File: config.mk
export PLATFORM = sky130hd
export DESIGN_NAME = modular_exponentiation_flat
export DESIGN_NICKNAME = d
export VERILOG_FILES = /design/src/rtl/mexp_pkg.sv /design/src/rtl/mexp_if.sv /design/src/rtl/modular_exponentiation.sv /design/src/rtl/mexp_datapath.sv /design/src/rtl/mexp_ctrl.sv /design/src/flat_wrapper.sv
export SDC_FILE = /design/constraint.sdc
export NUM_CORES = 2
export LEC_CHECK = 0
export BUFFER_PORTS_ARGS = -buffer_cell sky130_fd_sc_hd__clkbuf_2
export CELL_PAD_IN_SITES_DETAIL_PLACEMENT = 0
export CELL_PAD_IN_SITES_GLOBAL_PLACEMENT = 1
export CORE_ASPECT_RATIO = 0.9
export CORE_MARGIN = 2
export CORE_UTILIZATION = 40
export CTS_BUF_LIST = sky130_fd_sc_hd__clkbuf_4 sky130_fd_sc_hd__clkbuf_8
export CTS_CLUSTER_DIAMETER = 50
export DETAILED_ROUTE_END_ITERATION = 12
export PLACE_DENSITY = 0.66
export SLEW_MARGIN = 10
export SYNTH_ARGS = -nofsm -noshare
export SYNTH_HDL_FRONTEND = slang
export SYNTH_SLANG_ARGS = --single-unit
export TNS_END_PERCENT = 50
File: constraint.sdc
create_clock -name clock -period 13.95 [get_ports clock]
set_input_delay 3.4875 -clock clock [delete_from_list [all_inputs] [get_ports clock]]
set_output_delay 3.4875 -clock clock [all_outputs]
set_load 0.03 [all_outputs]
File: src/rtl/mexp_pkg.sv
// Shared constants, types and command/status structs of the modular exponentiation block.
package mexp_pkg;

   localparam int WORD_BITS      = 64;
   localparam int FIELD_BITS     = 64;
   localparam int CSR_INDEX_BITS = 8;
   localparam int CNT_BITS       = $clog2(WORD_BITS);

   typedef logic [WORD_BITS-1:0]  word_type;
   typedef logic [WORD_BITS+1:0]  wide_type;
   typedef logic [FIELD_BITS-1:0] field_type;
   typedef logic [CNT_BITS-1:0]   cnt_type;

   localparam logic [CSR_INDEX_BITS-1:0] REG_KEY_EXPONENT = CSR_INDEX_BITS'(0);
   localparam logic [CSR_INDEX_BITS-1:0] REG_KEY_MODULUS  = CSR_INDEX_BITS'(1);

   localparam cnt_type CNT_LAST = CNT_BITS'(WORD_BITS - 1);

   typedef enum logic [2:0] {
      MODE_RED = 3'b001,
      MODE_ACC = 3'b010,
      MODE_SQR = 3'b100
   } mul_mode_type;

   typedef enum logic [2:0] {
      RES_ACC = 3'b001,
      RES_ONE = 3'b010,
      RES_ERR = 3'b100
   } res_sel_type;

   typedef struct packed {
      logic         load;
      logic         mul_start;
      mul_mode_type mul_mode;
      logic         mul_step;
      logic         wr_acc;
      logic         wr_base;
      logic         exp_shift;
      logic         capture;
      res_sel_type  res_sel;
   } dp_cmd_type;

   typedef struct packed {
      logic key_mod_zero;
      logic key_exp_zero;
      logic exp_lsb;
      logic exp_rest_zero;
   } dp_status_type;

endpackage

File: src/rtl/mexp_if.sv
// Handshake channel interfaces: request, response and register write.
interface mexp_req_if;
   logic                 valid;
   logic                 ready;
   mexp_pkg::field_type  message;

   modport source (output valid, output message, input ready);
   modport sink   (input valid, input message, output ready);
endinterface

interface mexp_rsp_if;
   logic                 valid;
   logic                 ready;
   mexp_pkg::field_type  power_result;
   logic                 modulus_error;

   modport source (output valid, output power_result, output modulus_error, input ready);
   modport sink   (input valid, input power_result, input modulus_error, output ready);
endinterface

interface mexp_csr_if;
   logic                                  valid;
   logic                                  ready;
   logic [mexp_pkg::CSR_INDEX_BITS-1:0]   index;
   mexp_pkg::field_type                   data;

   modport source (output valid, output index, output data, input ready);
   modport sink   (input valid, input index, input data, output ready);
endinterface

File: src/rtl/modular_exponentiation.sv
// Request accept to response valid: with a zero modulus or zero exponent the controller goes
// straight to ST_FIN; otherwise it reduces the message, then runs one square per exponent bit
// below the top set bit and one multiply per set bit before ST_FIN loads the response.
// One request at a time; the next is taken the cycle after the response is loaded,
// and a response still waiting in the output register holds the controller in its last state.
// Reset clears both key registers to zero and drops any request in flight.
module modular_exponentiation (
   input  logic        clock,
   input  logic        reset,
   mexp_req_if.sink    req_ch,
   mexp_rsp_if.source  rsp_ch,
   mexp_csr_if.sink    csr_ch
);

   mexp_pkg::dp_cmd_type    cmd;
   mexp_pkg::dp_status_type status;
   logic                    req_ready;
   logic                    rsp_valid;
   mexp_pkg::field_type     power_result;
   logic                    modulus_error;

   mexp_ctrl u_ctrl (
      .clock     (clock),
      .reset     (reset),
      .req_valid (req_ch.valid),
      .req_ready (req_ready),
      .rsp_valid (rsp_valid),
      .rsp_ready (rsp_ch.ready),
      .status    (status),
      .cmd       (cmd)
   );

   mexp_datapath u_datapath (
      .clock         (clock),
      .reset         (reset),
      .csr           (csr_ch),
      .req_message   (req_ch.message),
      .cmd           (cmd),
      .status        (status),
      .power_result  (power_result),
      .modulus_error (modulus_error)
   );

   assign req_ch.ready         = req_ready;
   assign rsp_ch.valid         = rsp_valid;
   assign rsp_ch.power_result  = power_result;
   assign rsp_ch.modulus_error = modulus_error;

endmodule

File: src/rtl/mexp_datapath.sv
// Datapath: key registers, exponent shifter, operands and the shift-add modular multiplier.
module mexp_datapath (
   input  logic                    clock,
   input  logic                    reset,
   mexp_csr_if.sink                csr,
   input  mexp_pkg::field_type     req_message,
   input  mexp_pkg::dp_cmd_type    cmd,
   output mexp_pkg::dp_status_type status,
   output mexp_pkg::field_type     power_result,
   output logic                    modulus_error
);

   mexp_pkg::word_type key_exp_ff, key_exp_in;
   mexp_pkg::word_type key_mod_ff, key_mod_in;
   mexp_pkg::word_type exp_ff, exp_in;
   mexp_pkg::word_type acc_ff, acc_in;
   mexp_pkg::word_type base_ff, base_in;
   mexp_pkg::word_type prod_ff, prod_in;
   mexp_pkg::word_type mula_ff, mula_in;
   mexp_pkg::word_type mulb_ff, mulb_in;
   mexp_pkg::word_type res_ff, res_in;
   logic               err_ff, err_in;

   mexp_pkg::word_type one_mod;
   mexp_pkg::wide_type dbl_sum;
   mexp_pkg::wide_type mod_one_x;
   mexp_pkg::wide_type mod_two_x;
   mexp_pkg::word_type step_out;

   assign csr.ready = 1'b1;

   // 1 mod n: zero only for a modulus of one
   assign one_mod = mexp_pkg::word_type'(key_mod_ff != mexp_pkg::word_type'(1));

   // One multiplier step: prod = 2*prod + bit*a, bit being the top bit of b, reduced by subtracting 2n or n
   always_comb begin
      mod_one_x = mexp_pkg::wide_type'(key_mod_ff);
      mod_two_x = mexp_pkg::wide_type'({key_mod_ff, 1'b0});
      dbl_sum   = mexp_pkg::wide_type'({prod_ff, 1'b0})
                + (mulb_ff[mexp_pkg::WORD_BITS-1] ? mexp_pkg::wide_type'(mula_ff) : '0);
      if (dbl_sum >= mod_two_x) begin
         step_out = mexp_pkg::word_type'(dbl_sum - mod_two_x);
      end else if (dbl_sum >= mod_one_x) begin
         step_out = mexp_pkg::word_type'(dbl_sum - mod_one_x);
      end else begin
         step_out = mexp_pkg::word_type'(dbl_sum);
      end
   end

   always_comb begin
      key_exp_in = key_exp_ff;
      key_mod_in = key_mod_ff;
      exp_in     = exp_ff;
      acc_in     = acc_ff;
      base_in    = base_ff;
      prod_in    = prod_ff;
      mula_in    = mula_ff;
      mulb_in    = mulb_ff;
      res_in     = res_ff;
      err_in     = err_ff;

      if (csr.valid && csr.ready) begin
         case (csr.index)
            mexp_pkg::REG_KEY_EXPONENT: key_exp_in = mexp_pkg::word_type'(csr.data);
            mexp_pkg::REG_KEY_MODULUS:  key_mod_in = mexp_pkg::word_type'(csr.data);
            default: ;
         endcase
      end

      // Load starts the reduction of the message: (1 mod n) * message
      if (cmd.load) begin
         exp_in  = key_exp_ff;
         acc_in  = one_mod;
         prod_in = '0;
         mula_in = one_mod;
         mulb_in = mexp_pkg::word_type'(req_message);
      end

      if (cmd.mul_start) begin
         prod_in = '0;
         mula_in = (cmd.mul_mode == mexp_pkg::MODE_ACC) ? acc_ff : base_ff;
         mulb_in = base_ff;
      end

      if (cmd.mul_step) begin
         prod_in = step_out;
         mulb_in = mulb_ff << 1;
      end

      if (cmd.wr_base) begin
         base_in = step_out;
      end
      if (cmd.wr_acc) begin
         acc_in = step_out;
      end
      if (cmd.exp_shift) begin
         exp_in = exp_ff >> 1;
      end

      if (cmd.capture) begin
         case (cmd.res_sel)
            mexp_pkg::RES_ERR: begin
               res_in = '0;
               err_in = 1'b1;
            end
            mexp_pkg::RES_ONE: begin
               res_in = mexp_pkg::word_type'(1);
               err_in = 1'b0;
            end
            default: begin
               res_in = acc_ff;
               err_in = 1'b0;
            end
         endcase
      end
   end

   always_ff @(posedge clock) begin
      if (reset) begin
         key_exp_ff <= '0;
         key_mod_ff <= '0;
      end else begin
         key_exp_ff <= key_exp_in;
         key_mod_ff <= key_mod_in;
      end
   end

   always_ff @(posedge clock) begin
      exp_ff  <= exp_in;
      acc_ff  <= acc_in;
      base_ff <= base_in;
      prod_ff <= prod_in;
      mula_ff <= mula_in;
      mulb_ff <= mulb_in;
      res_ff  <= res_in;
      err_ff  <= err_in;
   end

   assign status.key_mod_zero  = (key_mod_ff == '0);
   assign status.key_exp_zero  = (key_exp_ff == '0);
   assign status.exp_lsb       = exp_ff[0];
   assign status.exp_rest_zero = ((exp_ff >> 1) == '0);

   assign power_result  = mexp_pkg::field_type'(res_ff);
   assign modulus_error = err_ff;

   a_err_zero: assert property (@(posedge clock) disable iff (reset)
      (cmd.capture && cmd.res_sel == mexp_pkg::RES_ERR) |=> (err_ff && res_ff == '0))
      else $error("zero modulus response must be 0 with error set");

   a_res_reduced: assert property (@(posedge clock) disable iff (reset)
      (cmd.capture && cmd.res_sel == mexp_pkg::RES_ACC) |=> (res_ff < $past(key_mod_ff)))
      else $error("computed power not reduced below modulus");

endmodule

File: src/rtl/mexp_ctrl.sv
// Controller: sequences reduction, square and multiply steps and the response handshake.
module mexp_ctrl (
   input  logic                    clock,
   input  logic                    reset,
   input  logic                    req_valid,
   output logic                    req_ready,
   output logic                    rsp_valid,
   input  logic                    rsp_ready,
   input  mexp_pkg::dp_status_type status,
   output mexp_pkg::dp_cmd_type    cmd
);

   typedef enum logic [3:0] {
      ST_IDLE  = 4'b0001,
      ST_MUL   = 4'b0010,
      ST_SETUP = 4'b0100,
      ST_FIN   = 4'b1000
   } state_type;

   state_type              state_ff, state_in;
   mexp_pkg::cnt_type      cnt_ff, cnt_in;
   mexp_pkg::mul_mode_type mode_ff, mode_in;
   mexp_pkg::res_sel_type  sel_ff, sel_in;
   logic                   mulled_ff, mulled_in;
   logic                   rsp_valid_ff, rsp_valid_in;

   always_comb begin
      state_in     = state_ff;
      cnt_in       = cnt_ff;
      mode_in      = mode_ff;
      sel_in       = sel_ff;
      mulled_in    = mulled_ff;
      rsp_valid_in = rsp_valid_ff && !rsp_ready;
      cmd          = '0;
      cmd.mul_mode = mode_ff;
      cmd.res_sel  = sel_ff;
      req_ready    = (state_ff == ST_IDLE);

      case (state_ff)
         ST_IDLE: begin
            if (req_valid) begin
               cmd.load  = 1'b1;
               cnt_in    = mexp_pkg::CNT_LAST;
               mode_in   = mexp_pkg::MODE_RED;
               mulled_in = 1'b0;
               if (status.key_mod_zero) begin
                  sel_in   = mexp_pkg::RES_ERR;
                  state_in = ST_FIN;
               end else if (status.key_exp_zero) begin
                  sel_in   = mexp_pkg::RES_ONE;
                  state_in = ST_FIN;
               end else begin
                  sel_in   = mexp_pkg::RES_ACC;
                  state_in = ST_MUL;
               end
            end
         end
         ST_MUL: begin
            cmd.mul_step = 1'b1;
            cnt_in       = cnt_ff - 1'b1;
            if (cnt_ff == '0) begin
               state_in = ST_SETUP;
               case (mode_ff)
                  mexp_pkg::MODE_ACC: begin
                     cmd.wr_acc = 1'b1;
                     mulled_in  = 1'b1;
                  end
                  mexp_pkg::MODE_SQR: begin
                     cmd.wr_base   = 1'b1;
                     cmd.exp_shift = 1'b1;
                     mulled_in     = 1'b0;
                  end
                  default: begin
                     cmd.wr_base = 1'b1;
                  end
               endcase
            end
         end
         ST_SETUP: begin
            // multiply for the current exponent bit first, then square; drop trailing squares
            if (status.exp_lsb && !mulled_ff) begin
               cmd.mul_start = 1'b1;
               cmd.mul_mode  = mexp_pkg::MODE_ACC;
               mode_in       = mexp_pkg::MODE_ACC;
               cnt_in        = mexp_pkg::CNT_LAST;
               state_in      = ST_MUL;
            end else if (status.exp_rest_zero) begin
               state_in = ST_FIN;
            end else begin
               cmd.mul_start = 1'b1;
               cmd.mul_mode  = mexp_pkg::MODE_SQR;
               mode_in       = mexp_pkg::MODE_SQR;
               cnt_in        = mexp_pkg::CNT_LAST;
               state_in      = ST_MUL;
            end
         end
         ST_FIN: begin
            // hold the result until the output register is free
            if (!rsp_valid_ff || rsp_ready) begin
               cmd.capture  = 1'b1;
               rsp_valid_in = 1'b1;
               state_in     = ST_IDLE;
            end
         end
         default: begin
            state_in = ST_IDLE;
         end
      endcase
   end

   always_ff @(posedge clock) begin
      if (reset) begin
         state_ff     <= ST_IDLE;
         rsp_valid_ff <= 1'b0;
         mulled_ff    <= 1'b0;
         cnt_ff       <= '0;
         mode_ff      <= mexp_pkg::MODE_RED;
         sel_ff       <= mexp_pkg::RES_ACC;
      end else begin
         state_ff     <= state_in;
         rsp_valid_ff <= rsp_valid_in;
         mulled_ff    <= mulled_in;
         cnt_ff       <= cnt_in;
         mode_ff      <= mode_in;
         sel_ff       <= sel_in;
      end
   end

   assign rsp_valid = rsp_valid_ff;

   a_mul_ends: assert property (@(posedge clock) disable iff (reset)
      (state_ff == ST_MUL && cnt_ff == '0) |=> (state_ff == ST_SETUP))
      else $error("multiply did not end after the last step");

   a_no_overwrite: assert property (@(posedge clock) disable iff (reset)
      cmd.capture |-> (!rsp_valid_ff || rsp_ready))
      else $error("response overwritten before it was taken");

   a_busy_after_accept: assert property (@(posedge clock) disable iff (reset)
      (req_valid && req_ready) |=> (state_ff != ST_IDLE))
      else $error("accepted request did not start work");

endmodule

File: src/flat_wrapper.sv
// flat-port wrapper written by rule: the top's interface ports become plain ports
module modular_exponentiation_flat 
  (clock, reset, req_ch_valid, req_ch_message, req_ch_ready, rsp_ch_valid, rsp_ch_power_result, rsp_ch_modulus_error, rsp_ch_ready, csr_ch_valid, csr_ch_index, csr_ch_data, csr_ch_ready);
  mexp_req_if req_ch_i ();
  mexp_rsp_if rsp_ch_i ();
  mexp_csr_if csr_ch_i ();
  input  logic clock;
  input  logic reset;
  input wire logic [$bits(req_ch_i.valid)-1:0] req_ch_valid;
  input wire logic [$bits(req_ch_i.message)-1:0] req_ch_message;
  output wire logic [$bits(req_ch_i.ready)-1:0] req_ch_ready;
  output wire logic [$bits(rsp_ch_i.valid)-1:0] rsp_ch_valid;
  output wire logic [$bits(rsp_ch_i.power_result)-1:0] rsp_ch_power_result;
  output wire logic [$bits(rsp_ch_i.modulus_error)-1:0] rsp_ch_modulus_error;
  input wire logic [$bits(rsp_ch_i.ready)-1:0] rsp_ch_ready;
  input wire logic [$bits(csr_ch_i.valid)-1:0] csr_ch_valid;
  input wire logic [$bits(csr_ch_i.index)-1:0] csr_ch_index;
  input wire logic [$bits(csr_ch_i.data)-1:0] csr_ch_data;
  output wire logic [$bits(csr_ch_i.ready)-1:0] csr_ch_ready;
  assign req_ch_i.valid = req_ch_valid;
  assign req_ch_i.message = req_ch_message;
  assign req_ch_ready = req_ch_i.ready;
  assign rsp_ch_valid = rsp_ch_i.valid;
  assign rsp_ch_power_result = rsp_ch_i.power_result;
  assign rsp_ch_modulus_error = rsp_ch_i.modulus_error;
  assign rsp_ch_i.ready = rsp_ch_ready;
  assign csr_ch_i.valid = csr_ch_valid;
  assign csr_ch_i.index = csr_ch_index;
  assign csr_ch_i.data = csr_ch_data;
  assign csr_ch_ready = csr_ch_i.ready;
  modular_exponentiation u_core (.clock(clock), .reset(reset), .req_ch(req_ch_i), .rsp_ch(rsp_ch_i), .csr_ch(csr_ch_i));
endmodule
Word-level counts from Yosys, hierarchy flattened --
Index checks and enable logic that the tools add are counted. W data, S select, Z words.
Storage, ports and cells: flip-flop bits (word level) 595, input bits 141, output and inout bits 68, word-level logic and storage cells 118
Cells by class: add/subtract/negate cells 4, $lt $le $gt $ge 2, equality and inequality tests 16, multiplexer cells 53, reduce and logical (&&, ||, !) cells 25
Operators by type and width (count):
- $mux W64 | 13
- $logic_not A64 Y1 | 3
- $pmux W64 S2 | 1
- $sub A64 B64 Y64 | 2
- $mux W63 | 2
- $add A65 B64 Y66 | 1
- $ge A66 B64 Y1 | 1
- $ge A66 B65 Y1 | 1
- $ne A64 B1 Y1 const B | 1
- $mux W4 | 11
- $mux W6 | 3
- $pmux W6 S3 | 1
- $pmux W4 S4 | 1
- $mux W3 | 5
- $mux W1 | 12
- $reduce_bool A2 Y1 | 5
- $eq A3 B2 Y1 const B | 3
- $reduce_and A3 Y1 | 3
- $eq A8 B1 Y1 const B | 1
- $logic_not A8 Y1 | 1
- $eq A3 B3 Y1 const B | 2
- $logic_not A6 Y1 | 1
- $ne A2 B2 Y1 const B | 3
- $pmux W3 S2 | 1
- 15 further kinds | 22

Depth between registers and ports, before layout --
depth in word-level cells 7, gate-level depth with buffers 29, depth with buffers taken out 25

Cells and area by module --
From an unflattened synthesis, not the netlist that was laid out.
Second synthesis, totals: cells, all modules 4071, area, all modules 37539.8 µm²
Modules (own cells, without submodules):
- mexp_datapath | times used 1, cells an instance 3957, area each 36591.3 µm², seq. area each 16025.4 µm²
- mexp_ctrl | times used 1, cells an instance 114, area each 948.4 µm², seq. area each 360.3 µm²

Least setup slack after synthesis --
Ideal clock, no wire load.
path kind in2reg, start input req_ch_valid, end register u_core.u_ctrl.cnt_ff[5], library setup time 0.140 ns, arrival 7.509 ns, data required time 13.810 ns, setup slack 6.301 ns, stages 8, buffers on the path 1, path through and2_1 clkbuf_1 nor2_1 nand2_1 nand2_1 nor3_1 xnor2_1 a21oi_1
Between the ends: longest elaborated chain between the ends 2
RTL lines:
- from (decl) | line flat_wrapper.sv:9 | input wire logic [$bits(req_ch_i.valid)-1:0] req_ch_valid;
- $ne A2 B2 Y1 (no source line)
- $reduce_and A3 Y1 (no source line)
- to (signal assigned) | line mexp_ctrl.sv:123 | cnt_ff <= cnt_in;
- to (decl) | line mexp_ctrl.sv:21 | mexp_pkg::cnt_type cnt_ff, cnt_in;
No other way between the ends. A chain may end at the register's enable or synchronous reset.

Final worst setup path --
start register u_core.u_datapath.mulb_ff[63], end register u_core.u_datapath.base_ff[50] (data pin)
Between the ends: longest elaborated chain between the ends 5, elaborated cells on any way between the ends 8, those cells by class 3 x add/sub; 2 x order compare; 3 x mux
RTL lines:
- from (decl) | line mexp_datapath.sv:20 | mexp_pkg::word_type mulb_ff, mulb_in;
- from (signal assigned) | line mexp_datapath.sv:134 | mulb_ff <= mulb_in;
- $mux W64 (*) | line mexp_datapath.sv:40 | + (mulb_ff[mexp_pkg::WORD_BITS-1] ? mexp_pkg::wide_type'(mula_ff) : '0);
- $add A65 B64 Y66 (*) | line mexp_datapath.sv:40
- $sub A64 B64 Y64 or $ge A66 B64 Y1 (tied branches) | line mexp_datapath.sv:44, mexp_datapath.sv:43
- $mux W64 | line mexp_datapath.sv:43 | end else if (dbl_sum >= mod_one_x) begin
- $mux W64 (*) | line mexp_datapath.sv:41 | if (dbl_sum >= mod_two_x) begin
- net u_core.u_datapath.step_out[50] | line mexp_datapath.sv:28 | mexp_pkg::word_type step_out;
- to (signal assigned) | line mexp_datapath.sv:131 | base_ff <= base_in;
- to (decl) | line mexp_datapath.sv:17 | mexp_pkg::word_type base_ff, base_in;
The timed path passes the listed nets; every way through them passes the cells marked *.

==> impl_metrics.ini <==
[cts]
insertion_delay_ns = 0.77
cts-root-buf = clkbuf_8
cts_buffers = 104
cts_tree = built
clk_pin_slew_ns = 0.06
cts_setup_buffers = 0
post_cts_resized = 0
cts_sinks = 595
cts_buffer_depth = 3
htree_levels = 3
hold_buffers = 0

[grt]
gr-total-overflow = 0
grt_max_degree = 101
grt_antenna_before_repair = 1
grt_pass1_vias = 30200
grt_first_pass_wirelength_mm = 199
track_usage = 0.276

[routing]
drt_wl_total_mm = 134
via_count = 32000
wl_per_cell_um = 23.9
vias_per_cell = 5.69
ant_nets = 0
dr.pass1.iters = 5
drtIter0Drc = 2781
drc = 0

[timing]
period_needed_ns = 9.12
rsz0062_at_grt = false
period_share = 0.653
max_freq_ghz = 0.110
slew_viol_final = 0
finalHoldViolCount = 0
fin_skew_ns = 0.0441
setup_viol = 0
setup_ws_ns = 4.83
finalSetupTns_ns = 0
worst_pin_slew_ns = 1.20
slew_headroom = 0.201

[cells_and_area]
fillers = 9327
layout.nets = 4633
fin_util = 0.449
area_delta_synth_final_pct = 11.5
drive_above_1_share = 0.132
final_cells = 5630

[critical_path]
required_ns = 14.43
end_kind = flop
worstSetupStartpoint = u_core.u_datapath.mulb_ff[63]
cp_common_cell = buf_4
r2r_setup_slack_ns = 4.83
r2r_end = u_core.u_datapath.base_ff[50]
critical-path-top-delay-family = compound AO/OA/AOI/OAI gates
path_buf_inv = 5
crit_path_start_kind = flop
critPathMaxFanout = 59
cp_slowest_cell = buf_4
critPathMaxStageDelay_ns = 0.71
path_depth = 26
reg2regPathDepth = 26
timing.rr.start = u_core.u_datapath.mulb_ff[63]
endpoint = u_core.u_datapath.base_ff[50]
worstPathArrival_ns = 9.60
crit_type = flop to flop

[power_and_ir_drop]
power_density_nw_per_um2 = 180
leakagePower_nw = 16.0
total_power_mw = 7.48
peakVddDrop_mv = 0.0804

[yosys]
synth_area_sq_um = 37300
synth_fa_ha_area_frac = 0.0664
avgSynthCellArea_sq_um = 8.94
async_flop_share = 0
ys.flop_type = edfxtp_1
synth_edf_count = 447
seq_area_frac_synth = 0.440
netlist-cell-type-count = 96
yosys.area_share.simple = 0.198
synth-xor-area-share = 0.0411
syn_inst = 4168
syn_nets = 4505
synth.area.mux_share = 0.0328
yosysWarnings = 0
synth_top_family_by_area = simple AND/OR/NAND/NOR gates
synth-seq-cells = 595
synth_compound_area_frac = 0.180

[outcome]
status = completed

[placed_design]
numPortBuffers = 207
gp_congestion = 0.955
dp_hpwl_mm = 100
place_ws_ns = 4.92
placed_cells = 5432

[die]
core_area_sq_um = 92600
die_w_um = 326
core.rowCount = 106
ioPinCount = 209
die_y_um = 294
dieArea_sq_um = 95600
start_util = 0.402

[flow_run]
drv_cap = 0

[min_path]
hold_path.class = flop to flop
cell usage in the layout (no fill, tap or decap), types with 108 or more instances in the layout:
cell type,synthesis,layout
a21oi_1,374,374
and2_1,109,108
clkbuf_2,2,206
clkbuf_8,0,110
dfxtp_1,148,148
edfxtp_1,447,447
ha_1,193,193
inv_1,166,165
nand2_1,773,768
nor2_1,327,324
o21ai_0,213,213
how the worst min path moves through the flow:
stage / from / to / slack [ns] / cells after the start
2_1_floorplan: u_core.u_datapath.mulb_ff[0] / u_core.u_datapath.mulb_ff[0] / 0.44 / 2
3_3_place_gp: u_core.u_datapath.mulb_ff[0] / u_core.u_datapath.mulb_ff[0] / 0.44 / 2
3_5_place_dp: u_core.u_datapath.mulb_ff[0] / u_core.u_datapath.mulb_ff[0] / 0.46 / 2
4_1_cts: u_core.u_datapath.mulb_ff[0] / u_core.u_datapath.mulb_ff[0] / 0.47 / 2
5_1_grt: u_core.u_datapath.key_exp_ff[47] / u_core.u_datapath.key_exp_ff[47] / 0.49 / 2
6_report: u_core.u_datapath.mulb_ff[0] / u_core.u_datapath.mulb_ff[0] / 0.46 / 2
sequential cells by signal, indices dropped and copies added (netlist names):
signal and cells:
u_core.u_ctrl.cnt_ff 6, u_core.u_datapath.prod_ff 64, u_core.u_datapath.mula_ff 64, u_core.u_ctrl.mode_ff 3
u_core.u_datapath.base_ff 64, u_core.u_ctrl.state_ff 4, u_core.u_datapath.acc_ff 64, u_core.u_datapath.exp_ff 64
u_core.u_datapath.key_exp_ff 64, u_core.u_ctrl.sel_ff 3, u_core.u_datapath.mulb_ff 64, u_core.u_ctrl.mulled_ff 1
u_core.u_datapath.power_result 64, u_core.u_datapath.key_mod_ff 64, u_core.u_datapath.modulus_error 1, u_core.u_ctrl.rsp_valid 1
logic make-up after synthesis:
family	count (synthesis)
buffers and inverters	386
adders and majority gates	196
DFF	595
muxes	111
and+or+nand+nor	1629
AOI/OAI and AO/OA	1075
other	1
xor gates and xnor gates	175
synthesized netlist by cell type, types with 20 or more instances:
cell type,instances,area (sq um)
a21oi_1,374,1870
nor2_1,327,1230
clkbuf_1,185,694
nand4_1,69,432
o21bai_1,46,345
and3_1,22,138
buf_2,22,110
a211oi_1,39,293
a31oi_1,95,594
o211ai_1,20,150
dfxtp_1,148,2960
nor3_1,59,295
and2_1,109,682
nor4_1,56,350
xnor2_1,105,920
xor2_1,70,613
o21a_1,25,188
nor2b_1,78,488
nand2_1,773,2900
nand3_1,56,280
ha_1,193,2410
mux2_2,86,968
mux2i_1,24,240
o21ai_0,213,1070
a21o_1,85,638
inv_1,166,623
edfxtp_1,447,13400
stage by stage:
step           hold slack (ns)  area (sq um)
6_report                 0.465         41500
5_1_grt                  0.487         41500
4_1_cts                  0.466         41500
3_5_place_dp             0.457         39300
3_3_place_gp             0.445         39300
2_1_floorplan            0.437         37300
area by class of cell:
| type | instances | area (sq um) | share of cell area |
|---|---|---|---|
| flip-flops and latches | 595 | 16400 | 0.395 |
| clock inverters | 46 | 440 | 0.0106 |
| clock buffers | 150 | 1810 | 0.0437 |
| repair buffers | 242 | 1300 | 0.0313 |
| well taps | 1242 | 1550 | 0.0374 |
| diodes | 2 | 5.00 | 0.000121 |
| multi-input cells | 3187 | 19400 | 0.467 |
| inverters | 166 | 623 | 0.0150 |
tightest hold or removal path, cell delays in order, from the launching register on:
cell	delay (ns)
dfxtp_1	0.31
nand2_1	0.05
a21oi_1	0.05
routing by layer:
layer | GRT usage | wire length (um) | vias to the layer above
met5 | 0 | 0 | -
met4 | 0.0693 | 3210 | 0
met3 | 0.0439 | 9200 | 162
met2 | 0.390 | 54100 | 1151
met1 | 0.432 | 67800 | 15500
li1 | - | - | 15200
report_power, final:
| part | switching [mW] | internal (mW) | total, mW |
|---|---|---|---|
| Clock | 0.749 | 0.989 | 1.74 |
| Combinational | 2.41 | 1.13 | 3.53 |
| Sequential | 0.0683 | 2.14 | 2.21 |
Power figures use the tool's default switching activity.
